[config.mk]
export PLATFORM = sky130hd
export DESIGN_NAME = piecewise_linear_spike_kernel_core
export DESIGN_NICKNAME = d
export VERILOG_FILES = /design/src/sv/plsk_pkg.sv /design/src/sv/plsk_div.sv /design/src/sv/plsk_mul.sv /design/src/sv/piecewise_linear_spike_kernel_core.sv
export SDC_FILE = /design/constraint.sdc
export NUM_CORES = 2
export LEC_CHECK = 0
export BUFFER_PORTS_ARGS = -buffer_cell sky130_fd_sc_hd__buf_2
export CORE_ASPECT_RATIO = 0.9
export CORE_MARGIN = 2
export CORE_UTILIZATION = 64
export CTS_BUF_LIST = sky130_fd_sc_hd__clkbuf_8
export CTS_CLUSTER_SIZE = 24
export DETAILED_ROUTE_END_ITERATION = 6
export PLACE_DENSITY = 0.87
export SYNTH_ARGS = -nofsm -noshare
export SYNTH_HDL_FRONTEND = slang
export SYNTH_HIERARCHICAL = 1
export SYNTH_SLANG_ARGS = --single-unit
export TNS_END_PERCENT = 50
[constraint.sdc]
create_clock -name clock -period 18.6 [get_ports clock]
set_clock_uncertainty 0.15 [all_clocks]
set_input_delay 3.72 -clock clock [delete_from_list [all_inputs] [get_ports clock]]
set_output_delay 3.72 -clock clock [all_outputs]
set_load 0.02 [all_outputs]
[src/sv/plsk_pkg.sv]
`timescale 1ns / 1ps
package plsk_pkg;

   // Sizes
   localparam int unsigned MAX_POINTS   = 3;
   localparam int unsigned DATA_W       = 32;
   localparam int unsigned DELAY_W      = 16;
   localparam int unsigned INDEX_W      = 2;
   localparam int unsigned CMD_W        = 2;
   localparam int unsigned SERIAL_STEPS = 32;
   localparam int unsigned STEP_CNT_W   = 6;
   localparam int unsigned PROD_W       = 35;
   localparam int unsigned CSR_ADDR_W   = 5;
   localparam int unsigned REG_IDX_W    = 3;
   localparam int unsigned RSP_FIELDS_W = 98;
   localparam int unsigned RSP_TDATA_W  = 104;

   // Command codes; anything else acts as an update
   localparam logic [CMD_W-1:0] CMD_SPIKE = 2'd0;
   localparam logic [CMD_W-1:0] CMD_EVENT = 2'd1;

   // Register indexes (byte address = 4 * index)
   localparam logic [REG_IDX_W-1:0] REG_POINT_COUNT = 3'd0;
   localparam logic [REG_IDX_W-1:0] REG_AMP_0       = 3'd1;
   localparam logic [REG_IDX_W-1:0] REG_AMP_1       = 3'd2;
   localparam logic [REG_IDX_W-1:0] REG_AMP_2       = 3'd3;
   localparam logic [REG_IDX_W-1:0] REG_DELAY_0     = 3'd4;
   localparam logic [REG_IDX_W-1:0] REG_DELAY_1     = 3'd5;
   localparam logic [REG_IDX_W-1:0] REG_DELAY_2     = 3'd6;

   // Saturation bounds
   localparam logic [DATA_W-1:0] MAX_POS  = 32'h7FFF_FFFF;
   localparam logic [DATA_W-1:0] MIN_NEG  = 32'h8000_0000;
   localparam logic [PROD_W-1:0] PROD_CAP = 35'h2_0000_0000;

   typedef enum logic [2:0] {
      ST_IDLE,
      ST_DECODE,
      ST_DIV,
      ST_MUL,
      ST_EMIT
   } state_type;

   typedef struct packed {
      logic               start;
      logic               neg;
      logic [DATA_W-1:0]  mag;
      logic [DELAY_W-1:0] divisor;
   } div_req_type;

   typedef struct packed {
      logic              done;
      logic [DATA_W-1:0] quotient;
   } div_rsp_type;

   typedef struct packed {
      logic              start;
      logic [DATA_W-1:0] ticks;
      logic [DATA_W-1:0] rate;
   } mul_req_type;

   typedef struct packed {
      logic                     done;
      logic signed [PROD_W-1:0] product;
   } mul_rsp_type;

endpackage

[src/sv/plsk_div.sv]
`timescale 1ns / 1ps
// Bit-serial restoring divider: 32-bit magnitude by 16-bit divisor, one quotient
// bit per cycle, result signed and saturated to 32 bits.
module plsk_div (
   input  logic                  clock,
   input  logic                  reset,
   input  plsk_pkg::div_req_type div_req,
   output plsk_pkg::div_rsp_type div_rsp
);

   logic [plsk_pkg::DELAY_W-1:0]    rem_ff, rem_in;
   logic [plsk_pkg::DATA_W-1:0]     quo_ff, quo_in;
   logic [plsk_pkg::DELAY_W-1:0]    dvs_ff, dvs_in;
   logic                            neg_ff, neg_in;
   logic [plsk_pkg::STEP_CNT_W-1:0] cnt_ff, cnt_in;
   logic                            done_ff, done_in;
   logic [plsk_pkg::DELAY_W:0]      part;
   logic [plsk_pkg::DELAY_W:0]      trial;
   logic                            fits;

   // One restoring step: bring in the next dividend bit, try to subtract
   always_comb begin
      part  = {rem_ff, quo_ff[plsk_pkg::DATA_W-1]};
      trial = part - {1'b0, dvs_ff};
      fits  = (part >= {1'b0, dvs_ff});
   end

   always_comb begin
      rem_in  = rem_ff;
      quo_in  = quo_ff;
      dvs_in  = dvs_ff;
      neg_in  = neg_ff;
      cnt_in  = cnt_ff;
      done_in = 1'b0;
      priority if (div_req.start) begin
         rem_in = '0;
         quo_in = div_req.mag;
         dvs_in = div_req.divisor;
         neg_in = div_req.neg;
         cnt_in = plsk_pkg::STEP_CNT_W'(plsk_pkg::SERIAL_STEPS);
      end else if (cnt_ff != '0) begin
         rem_in  = fits ? trial[plsk_pkg::DELAY_W-1:0] : part[plsk_pkg::DELAY_W-1:0];
         quo_in  = {quo_ff[plsk_pkg::DATA_W-2:0], fits};
         cnt_in  = cnt_ff - plsk_pkg::STEP_CNT_W'(1);
         done_in = (cnt_ff == plsk_pkg::STEP_CNT_W'(1));
      end
   end

   always_ff @(posedge clock) begin
      if (reset) begin
         cnt_ff  <= '0;
         done_ff <= 1'b0;
      end else begin
         cnt_ff  <= cnt_in;
         done_ff <= done_in;
      end
   end

   always_ff @(posedge clock) begin
      rem_ff <= rem_in;
      quo_ff <= quo_in;
      dvs_ff <= dvs_in;
      neg_ff <= neg_in;
   end

   // Apply sign and clamp to the signed 32-bit range
   always_comb begin
      div_rsp.done = done_ff;
      priority if (!neg_ff) begin
         div_rsp.quotient = quo_ff[plsk_pkg::DATA_W-1] ? plsk_pkg::MAX_POS : quo_ff;
      end else if (quo_ff > plsk_pkg::MIN_NEG) begin
         div_rsp.quotient = plsk_pkg::MIN_NEG;
      end else begin
         div_rsp.quotient = '0 - quo_ff;
      end
   end

endmodule

[src/sv/plsk_mul.sv]
`timescale 1ns / 1ps
// Bit-serial shift-add multiplier: elapsed ticks times signed slope, one tick
// bit per cycle from the top, magnitude clamped at 2^33 along the way.
module plsk_mul (
   input  logic                  clock,
   input  logic                  reset,
   input  plsk_pkg::mul_req_type mul_req,
   output plsk_pkg::mul_rsp_type mul_rsp
);

   logic [plsk_pkg::DATA_W-1:0]     ticks_ff, ticks_in;
   logic [plsk_pkg::DATA_W-1:0]     mag_ff, mag_in;
   logic                            neg_ff, neg_in;
   logic [plsk_pkg::PROD_W-1:0]     acc_ff, acc_in;
   logic [plsk_pkg::STEP_CNT_W-1:0] cnt_ff, cnt_in;
   logic                            done_ff, done_in;
   logic [plsk_pkg::PROD_W-1:0]     sum;

   // Double and add; acc never exceeds the cap, so the top bit is free
   always_comb begin
      sum = {acc_ff[plsk_pkg::PROD_W-2:0], 1'b0}
          + (ticks_ff[plsk_pkg::DATA_W-1] ? {3'b000, mag_ff} : '0);
   end

   always_comb begin
      ticks_in = ticks_ff;
      mag_in   = mag_ff;
      neg_in   = neg_ff;
      acc_in   = acc_ff;
      cnt_in   = cnt_ff;
      done_in  = 1'b0;
      priority if (mul_req.start) begin
         ticks_in = mul_req.ticks;
         neg_in   = mul_req.rate[plsk_pkg::DATA_W-1];
         mag_in   = mul_req.rate[plsk_pkg::DATA_W-1] ? ('0 - mul_req.rate) : mul_req.rate;
         acc_in   = '0;
         cnt_in   = plsk_pkg::STEP_CNT_W'(plsk_pkg::SERIAL_STEPS);
      end else if (cnt_ff != '0) begin
         ticks_in = {ticks_ff[plsk_pkg::DATA_W-2:0], 1'b0};
         acc_in   = (sum > plsk_pkg::PROD_CAP) ? plsk_pkg::PROD_CAP : sum;
         cnt_in   = cnt_ff - plsk_pkg::STEP_CNT_W'(1);
         done_in  = (cnt_ff == plsk_pkg::STEP_CNT_W'(1));
      end
   end

   always_ff @(posedge clock) begin
      if (reset) begin
         cnt_ff  <= '0;
         done_ff <= 1'b0;
      end else begin
         cnt_ff  <= cnt_in;
         done_ff <= done_in;
      end
   end

   always_ff @(posedge clock) begin
      ticks_ff <= ticks_in;
      mag_ff   <= mag_in;
      neg_ff   <= neg_in;
      acc_ff   <= acc_in;
   end

   always_comb begin
      mul_rsp.done    = done_ff;
      mul_rsp.product = neg_ff ? -$signed(acc_ff) : $signed(acc_ff);
   end

endmodule

[src/sv/piecewise_linear_spike_kernel_core.sv]
// Flow: IDLE captures a req beat, DECODE decodes it and goes to EMIT unless a slope
//   division (DIV) or a linear integration (MUL) runs on the bit-serial units.
// Throughput: one item in flight; the next req beat is taken once the result is
//   registered in EMIT and the core is back in IDLE; rsp back-pressure holds EMIT.
// Reset: synchronous, active high; clears control, configuration and kernel state (next
//   event all ones) and rsp_tvalid; payload registers are not reset.
`timescale 1ns / 1ps
module piecewise_linear_spike_kernel_core (
   input  logic                                   clock,
   input  logic                                   reset,
   // input channel
   input  logic                                   req_tvalid,
   output logic                                   req_tready,
   input  logic [plsk_pkg::DATA_W-1:0]            req_tdata,   // [31:0] event_time
   input  logic [plsk_pkg::CMD_W-1:0]             req_tuser,   // [1:0] command
   // result channel
   output logic                                   rsp_tvalid,
   input  logic                                   rsp_tready,
   // [31:0] response, [63:32] previous_response, [64] scheduled,
   // [96:65] next_time, [97] active, [103:98] zero
   output logic [plsk_pkg::RSP_TDATA_W-1:0]       rsp_tdata,
   // configuration port
   input  logic                                   csr_psel,
   input  logic                                   csr_penable,
   input  logic                                   csr_pwrite,
   input  logic [plsk_pkg::CSR_ADDR_W-1:0]        csr_paddr,
   input  logic [plsk_pkg::DATA_W-1:0]            csr_pwdata,
   output logic [plsk_pkg::DATA_W-1:0]            csr_prdata,
   output logic                                   csr_pready
);

   localparam int unsigned DW = plsk_pkg::DATA_W;
   localparam int unsigned LW = plsk_pkg::DELAY_W;
   localparam int unsigned IW = plsk_pkg::INDEX_W;

   // Configuration registers
   logic [IW-1:0] count_ff, count_in;
   logic [DW-1:0] amp_ff   [plsk_pkg::MAX_POINTS];
   logic [DW-1:0] amp_in   [plsk_pkg::MAX_POINTS];
   logic [LW-1:0] delay_ff [plsk_pkg::MAX_POINTS];
   logic [LW-1:0] delay_in [plsk_pkg::MAX_POINTS];

   // Kernel state
   logic [IW-1:0] point_index_ff, point_index_in;
   logic          is_active_ff, is_active_in;
   logic [DW-1:0] level_ff, level_in;
   logic [DW-1:0] rate_ff, rate_in;
   logic [DW-1:0] last_time_ff, last_time_in;
   logic [DW-1:0] expected_time_ff, expected_time_in;

   // Item in flight
   plsk_pkg::state_type state_ff, state_in;
   logic [plsk_pkg::CMD_W-1:0] cmd_ff, cmd_in;
   logic [DW-1:0] time_ff, time_in;
   logic [DW-1:0] prev_ff, prev_in;
   logic          sched_ff, sched_in;

   // Output register
   logic                              rsp_valid_ff, rsp_valid_in;
   logic [plsk_pkg::RSP_FIELDS_W-1:0] rsp_data_ff, rsp_data_in;

   // Serial units
   plsk_pkg::div_req_type div_req;
   plsk_pkg::div_rsp_type div_rsp;
   plsk_pkg::mul_req_type mul_req;
   plsk_pkg::mul_rsp_type mul_rsp;

   // Decode terms
   logic                 cfg_wr;
   logic [plsk_pkg::REG_IDX_W-1:0] cfg_idx;
   logic [IW-1:0]        count_eff;
   logic                 restart;
   logic [IW-1:0]        idx;
   logic                 go_idle;
   logic [LW-1:0]        dl;
   logic [DW-1:0]        amp_cur;
   logic [DW-1:0]        amp_next;
   logic                 slope_need;
   logic [DW:0]          diff;
   logic [DW:0]          diff_abs;
   logic [DW:0]          next_sum;
   logic                 do_int;
   logic signed [DW+3:0] level_sum;
   logic                 out_free;

   function automatic logic [DW-1:0] sat_level(input logic signed [DW+3:0] v);
      logic [DW-1:0] r;
      priority if (v > $signed({4'b0000, plsk_pkg::MAX_POS})) begin
         r = plsk_pkg::MAX_POS;
      end else if (v < $signed({4'b1111, plsk_pkg::MIN_NEG})) begin
         r = plsk_pkg::MIN_NEG;
      end else begin
         r = v[DW-1:0];
      end
      return r;
   endfunction

   plsk_div u_div (
      .clock   (clock),
      .reset   (reset),
      .div_req (div_req),
      .div_rsp (div_rsp)
   );

   plsk_mul u_mul (
      .clock   (clock),
      .reset   (reset),
      .mul_req (mul_req),
      .mul_rsp (mul_rsp)
   );

   // Configuration write decode
   assign cfg_wr     = csr_psel & csr_penable & csr_pwrite & csr_pready;
   assign cfg_idx    = csr_paddr[plsk_pkg::CSR_ADDR_W-1:2];
   assign csr_pready = 1'b1;

   always_comb begin
      count_in = count_ff;
      amp_in   = amp_ff;
      delay_in = delay_ff;
      if (cfg_wr) begin
         unique case (cfg_idx)
            plsk_pkg::REG_POINT_COUNT: count_in    = csr_pwdata[IW-1:0];
            plsk_pkg::REG_AMP_0:       amp_in[0]   = csr_pwdata;
            plsk_pkg::REG_AMP_1:       amp_in[1]   = csr_pwdata;
            plsk_pkg::REG_AMP_2:       amp_in[2]   = csr_pwdata;
            plsk_pkg::REG_DELAY_0:     delay_in[0] = csr_pwdata[LW-1:0];
            plsk_pkg::REG_DELAY_1:     delay_in[1] = csr_pwdata[LW-1:0];
            plsk_pkg::REG_DELAY_2:     delay_in[2] = csr_pwdata[LW-1:0];
            default: ;
         endcase
      end
   end

   // Register readback
   always_comb begin
      unique case (cfg_idx)
         plsk_pkg::REG_POINT_COUNT: csr_prdata = {{(DW-IW){1'b0}}, count_ff};
         plsk_pkg::REG_AMP_0:       csr_prdata = amp_ff[0];
         plsk_pkg::REG_AMP_1:       csr_prdata = amp_ff[1];
         plsk_pkg::REG_AMP_2:       csr_prdata = amp_ff[2];
         plsk_pkg::REG_DELAY_0:     csr_prdata = {{(DW-LW){1'b0}}, delay_ff[0]};
         plsk_pkg::REG_DELAY_1:     csr_prdata = {{(DW-LW){1'b0}}, delay_ff[1]};
         plsk_pkg::REG_DELAY_2:     csr_prdata = {{(DW-LW){1'b0}}, delay_ff[2]};
         default:                   csr_prdata = '0;
      endcase
   end

   // Command decode on the held item
   always_comb begin
      count_eff = (count_ff > IW'(plsk_pkg::MAX_POINTS)) ? IW'(plsk_pkg::MAX_POINTS)
                                                         : count_ff;
      restart   = (cmd_ff == plsk_pkg::CMD_SPIKE)
                | ((cmd_ff == plsk_pkg::CMD_EVENT) & is_active_ff
                   & (time_ff == expected_time_ff));
      idx       = (cmd_ff == plsk_pkg::CMD_SPIKE) ? '0 : point_index_ff + IW'(1);
      go_idle   = (idx >= count_eff);
      unique case (idx)
         2'd0:    begin dl = delay_ff[0]; amp_cur = amp_ff[0]; amp_next = amp_ff[1]; end
         2'd1:    begin dl = delay_ff[1]; amp_cur = amp_ff[1]; amp_next = amp_ff[2]; end
         2'd2:    begin dl = delay_ff[2]; amp_cur = amp_ff[2]; amp_next = '0;        end
         default: begin dl = '0;          amp_cur = '0;        amp_next = '0;        end
      endcase
      slope_need = !go_idle && (({1'b0, idx} + 3'd1) < {1'b0, count_eff}) && (dl != '0);
      diff       = {amp_next[DW-1], amp_next} - {amp_cur[DW-1], amp_cur};
      diff_abs   = diff[DW] ? ('0 - diff) : diff;
      next_sum   = {1'b0, time_ff} + {{(DW-LW+1){1'b0}}, dl};
      do_int     = (time_ff > last_time_ff);
      level_sum  = $signed({{4{level_ff[DW-1]}}, level_ff})
                 + $signed({mul_rsp.product[plsk_pkg::PROD_W-1], mul_rsp.product});
      out_free   = !rsp_valid_ff || rsp_tready;
   end

   // Next state
   always_comb begin
      state_in = state_ff;
      unique case (state_ff)
         plsk_pkg::ST_IDLE: begin
            if (req_tvalid) state_in = plsk_pkg::ST_DECODE;
         end
         plsk_pkg::ST_DECODE: begin
            priority if (restart && slope_need) state_in = plsk_pkg::ST_DIV;
            else if (!restart && do_int)        state_in = plsk_pkg::ST_MUL;
            else                                state_in = plsk_pkg::ST_EMIT;
         end
         plsk_pkg::ST_DIV: begin
            if (div_rsp.done) state_in = plsk_pkg::ST_EMIT;
         end
         plsk_pkg::ST_MUL: begin
            if (mul_rsp.done) state_in = plsk_pkg::ST_EMIT;
         end
         plsk_pkg::ST_EMIT: begin
            if (out_free) state_in = plsk_pkg::ST_IDLE;
         end
         default: state_in = plsk_pkg::ST_IDLE;
      endcase
   end

   // Datapath and outputs per state
   always_comb begin
      point_index_in   = point_index_ff;
      is_active_in     = is_active_ff;
      level_in         = level_ff;
      rate_in          = rate_ff;
      last_time_in     = last_time_ff;
      expected_time_in = expected_time_ff;
      cmd_in           = cmd_ff;
      time_in          = time_ff;
      prev_in          = prev_ff;
      sched_in         = sched_ff;
      rsp_valid_in     = rsp_valid_ff && !rsp_tready;
      rsp_data_in      = rsp_data_ff;
      req_tready       = (state_ff == plsk_pkg::ST_IDLE);

      div_req.start    = 1'b0;
      div_req.neg      = diff[DW];
      div_req.mag      = diff_abs[DW-1:0];
      div_req.divisor  = dl;
      mul_req.start    = 1'b0;
      mul_req.ticks    = time_ff - last_time_ff;
      mul_req.rate     = rate_ff;

      unique case (state_ff)
         plsk_pkg::ST_IDLE: begin
            if (req_tvalid) begin
               cmd_in  = req_tuser;
               time_in = req_tdata;
            end
         end
         plsk_pkg::ST_DECODE: begin
            prev_in  = level_ff;
            sched_in = 1'b0;
            if (restart) begin
               last_time_in = time_ff;
               rate_in      = '0;
               if (go_idle) begin
                  is_active_in     = 1'b0;
                  point_index_in   = '0;
                  level_in         = '0;
                  expected_time_in = '1;
               end else begin
                  is_active_in     = 1'b1;
                  point_index_in   = idx;
                  level_in         = amp_cur;
                  expected_time_in = next_sum[DW] ? '1 : next_sum[DW-1:0];
                  sched_in         = 1'b1;
                  div_req.start    = slope_need;
               end
            end else begin
               mul_req.start = do_int;
            end
         end
         plsk_pkg::ST_DIV: begin
            if (div_rsp.done) rate_in = div_rsp.quotient;
         end
         plsk_pkg::ST_MUL: begin
            if (mul_rsp.done) begin
               level_in     = sat_level(level_sum);
               last_time_in = time_ff;
            end
         end
         plsk_pkg::ST_EMIT: begin
            if (out_free) begin
               rsp_valid_in = 1'b1;
               rsp_data_in  = {is_active_ff, expected_time_ff, sched_ff, prev_ff, level_ff};
            end
         end
         default: ;
      endcase
   end

   // Control and configuration registers
   always_ff @(posedge clock) begin
      if (reset) begin
         state_ff         <= plsk_pkg::ST_IDLE;
         rsp_valid_ff     <= 1'b0;
         count_ff         <= '0;
         amp_ff           <= '{default: '0};
         delay_ff         <= '{default: '0};
         point_index_ff   <= '0;
         is_active_ff     <= 1'b0;
         level_ff         <= '0;
         rate_ff          <= '0;
         last_time_ff     <= '0;
         expected_time_ff <= '1;
      end else begin
         state_ff         <= state_in;
         rsp_valid_ff     <= rsp_valid_in;
         count_ff         <= count_in;
         amp_ff           <= amp_in;
         delay_ff         <= delay_in;
         point_index_ff   <= point_index_in;
         is_active_ff     <= is_active_in;
         level_ff         <= level_in;
         rate_ff          <= rate_in;
         last_time_ff     <= last_time_in;
         expected_time_ff <= expected_time_in;
      end
   end

   // Payload registers
   always_ff @(posedge clock) begin
      cmd_ff      <= cmd_in;
      time_ff     <= time_in;
      prev_ff     <= prev_in;
      sched_ff    <= sched_in;
      rsp_data_ff <= rsp_data_in;
   end

   assign rsp_tvalid = rsp_valid_ff;
   assign rsp_tdata  = {{(plsk_pkg::RSP_TDATA_W - plsk_pkg::RSP_FIELDS_W){1'b0}}, rsp_data_ff};

endmodule

==> flow_metrics.env <==
export IMPL_grt_pass1_wl_mm=166.2
export IMPL_end_kind="primary output"
export IMPL_clk_pin_slew_ns=0.07
export IMPL_nNetsFinal=4580
export IMPL_reg2reg_slack_ns=10.73
export IMPL_synth_ff_type="dfxtp_1"
export IMPL_first_pass_iters=7
export IMPL_grt_pass1_vias=30693
export IMPL_worstPathArrival_ns=6.21
export IMPL_synth_compound_area_share_pct=21.40
export IMPL_critPathMostFrequentCell="buf_2"
export IMPL_worst_path_max_delay_cell="buf_2"
export IMPL_die_w_um=258.5
export IMPL_synthXorXnorAreaFrac_pct=6.273
export IMPL_startpoint_type="input port"
export IMPL_drive_above_1_share_pct=12.82
export IMPL_place_ws_ns=8.630
export IMPL_clockRootBuffer="clkbuf_8"
export IMPL_cp_required_ns=14.73
export IMPL_ys_seq_area_share_pct=41.03
export IMPL_fp_coreArea_um2=57330
export IMPL_antenna_found_initial=5
export IMPL_outcome="finished, final reports clean"
export IMPL_finalSetupTns_ns=0
export IMPL_slew_headroom_pct=23.33
export IMPL_routed_via_count=33487
export IMPL_cp_slowest_stage_delay_ns=0.70
export IMPL_antenna_left=0
export IMPL_drv_slew=0
export IMPL_syn_to_final_growth_pct=9.406
export IMPL_ir_worst_vdd_v=0.00007528
export IMPL_ctsResizeCount=0
export IMPL_viasPerCell=6.481
export IMPL_io_pins=217
export IMPL_cts_hold_buf=0
export IMPL_worstPathMaxFanout=34
export IMPL_cts_path_max_buffers=3
export IMPL_power_density_nw_per_um2=123.1
export IMPL_worst_pin_slew_ns=1.149
export IMPL_initial_utilization_pct=65.07
export IMPL_post_cts_buffers=0
export IMPL_ys_seq_elements=625
export IMPL_post_drt_wl_per_cell_um=20.56
export IMPL_p_leak_nw=15.37
export IMPL_drt_iter0_markers=4399
export IMPL_grt_max_degree=122
export IMPL_dieArea_um2=60230
export IMPL_period_share_pct=54.18
export IMPL_ys_async_sr_fraction_pct=0
export IMPL_clock_latency_ns=0.74
export IMPL_wl_mm=106.3
export IMPL_dp_hpwl_mm=74.73
export IMPL_hold_viol_final=0
export IMPL_synth_top_family_by_area="compound AO/OA/AOI/OAI gates"
export IMPL_cts_num_sinks=625
export IMPL_crit_chain="buf_2, inv_1, buf_4, nor2_1, a22o_1, a22oi_1, o21ai_0, buf_2"
export IMPL_synthAdderAreaFrac_pct=6.380
export IMPL_synth_edf_count=279
export IMPL_yosys_area_share_simple_pct=17.78
export IMPL_worst_setup_path_type="input port to primary output"
export IMPL_period_minus_slack_ns=10.08
export IMPL_yosysUniqueCellTypes=100
export IMPL_portBuffers=207
export IMPL_min_path_type="flop to flop"
export IMPL_fmax_mhz=99.23
export IMPL_syn_instance_count=4199
export IMPL_fin_util_pct=71.19
export IMPL_grt_ovfl_total=0
export IMPL_place_gp_congestion=0.9862
export IMPL_finalWorstSetupSlack_ns=8.523
export IMPL_drc_errors=0
export IMPL_synthesis_area_um2=37300
export IMPL_numCtsBuffers=98
export IMPL_htreeDepth=3
export IMPL_synth_area_per_cell_um2=8.883
export IMPL_dieHeight_um=233.0
export IMPL_cts_tree="built"
export IMPL_yosys_warnings=6
export IMPL_synthMuxAreaShare_pct=3.287
export IMPL_grt_setup_unrepaired="no"
export IMPL_drv_cap=0
export IMPL_finalSetupViolations=0
export IMPL_track_usage_pct=34.54
export IMPL_rows=83
path summary, 6_finish.rpt:
path	from	endpoint	cells after the start
setup / recovery	csr_paddr[3]	csr_prdata[4]	8
hold / removal	prev_ff[27]	rsp_data_ff[59]	0
setup reg to reg	cmd_ff[1]	u_div/quo_ff[21]	21
hold reg to reg	prev_ff[27]	rsp_data_ff[59]	0
sequential cells by signal, indices dropped and copies added, names as in the netlist, 3 cells and up:
register / cells
u_mul/acc_ff: 35
u_mul/mag_ff: 32
amp_ff: 96
delay_ff: 48
rate_ff: 32
u_div/rem_ff: 16
prev_ff: 32
u_mul/cnt_ff: 6
state_ff: 3
rsp_data_ff: 98
time_ff: 32
level_ff: 32
u_div/cnt_ff: 6
expected_time_ff: 32
u_mul/ticks_ff: 32
u_div/dvs_ff: 16
last_time_ff: 32
u_div/quo_ff: 32
critical path, delay by kind of cell:
family | cells | cell delay (ns)
compound gates | 3 | 0.51
buf+inv | 4 | 1.32
simple gates | 1 | 0.64
final cells by class:
cell class | count | area (um^2)
tap | 765 | 957.2
sequential | 625 | 15300
inverter | 127 | 476.7
clock inverter | 64 | 447.9
timing repair buffer | 245 | 1330
multi-input combinational | 3219 | 20660
clock buffer | 118 | 1624
antenna | 4 | 10.01
fill | 4269 | 16520
layer usage:
layer  vias to the layer above  GRT usage (%)  wire length [um]
li1                      15578              -                 -
met5                         -              0                20
met4                         2          15.35              4693
met2                      1996          53.61             46870
met3                       337          7.048             11750
met1                     15574          46.75             42930
placed cells by master (no fill, tap or decap), drive strengths merged, types with 15 or more instances in the layout:
master / count
a211oi: 55
a21o: 57
a21oi: 455
a221oi: 21
a222oi: 48
a22o: 64
a31oi: 54
and2: 58
and3: 21
buf: 244
clkbuf: 119
clkinv: 27
dfxtp: 346
edfxtp: 279
ha: 179
inv: 156
mux2: 74
mux2i: 37
nand2: 605
nand2b: 52
nand3: 86
nand4: 36
nor2: 342
nor2b: 26
nor3: 49
nor4: 24
o211ai: 24
o21a: 31
o21ai: 165
o21bai: 19
o22ai: 24
o31ai: 33
or2: 44
or3: 38
or4: 15
xnor2: 192
xor2: 73
stage by stage:
stage          hold slack (ns)  power, mW  std cells  cell area [um^2]
2_1_floorplan           0.2503      3.300       4204             37320
3_3_place_gp            0.2512      3.707       4981             38730
3_5_place_dp            0.2545      3.762       4981             38730
4_1_cts                 0.2479      4.981       5163             40800
5_1_grt                 0.2621      5.287       5165             40800
6_report                0.2493      5.022       5167             40810
logic make-up after synthesis:
kind of cell | after synthesis
other | 2
adder cells (fa/ha/maj) | 186
flip-flops | 625
XOR/XNOR | 265
buffers and inverters | 360
AND/OR/NAND/NOR | 1439
multiplexers | 112
AO/OA/AOI/OAI | 1210
synth_stat cells (32+ instances only):
| cell type | count | area, um^2 |
|---|---|---|
| nor3_1 | 48 | 240.2 |
| ha_1 | 179 | 2240 |
| and2_1 | 57 | 356.6 |
| dfxtp_1 | 346 | 6927 |
| nand3_1 | 86 | 430.4 |
| clkbuf_1 | 192 | 720.7 |
| a211oi_1 | 55 | 412.9 |
| nand2_1 | 604 | 2267 |
| xnor2_1 | 191 | 1673 |
| o21ai_0 | 157 | 785.8 |
| a22o_1 | 64 | 560.5 |
| a222oi_1 | 48 | 480.5 |
| a21o_1 | 56 | 420.4 |
| mux2_2 | 74 | 833.3 |
| nand4_1 | 36 | 225.2 |
| a21oi_1 | 451 | 2257 |
| or3_1 | 37 | 231.5 |
| nor2_1 | 342 | 1284 |
| a31oi_1 | 54 | 337.8 |
| mux2i_1 | 37 | 370.4 |
| nand2b_1 | 52 | 325.3 |
| edfxtp_1 | 279 | 8378 |
| xor2_1 | 73 | 639.4 |
| o31ai_1 | 32 | 240.2 |
| inv_1 | 127 | 476.7 |
| or2_2 | 44 | 275.3 |
power breakdown:
| part | switching [mW] | internal [mW] | total (mW) | leakage (nW) |
|---|---|---|---|---|
| Combinational | 1.15 | 0.735 | 1.88 | 8.82 |
| Clock | 0.570 | 0.651 | 1.22 | 1.17 |
| Sequential | 0.208 | 1.71 | 1.92 | 5.38 |
Note: power is estimated with default switching activity, not from simulation.
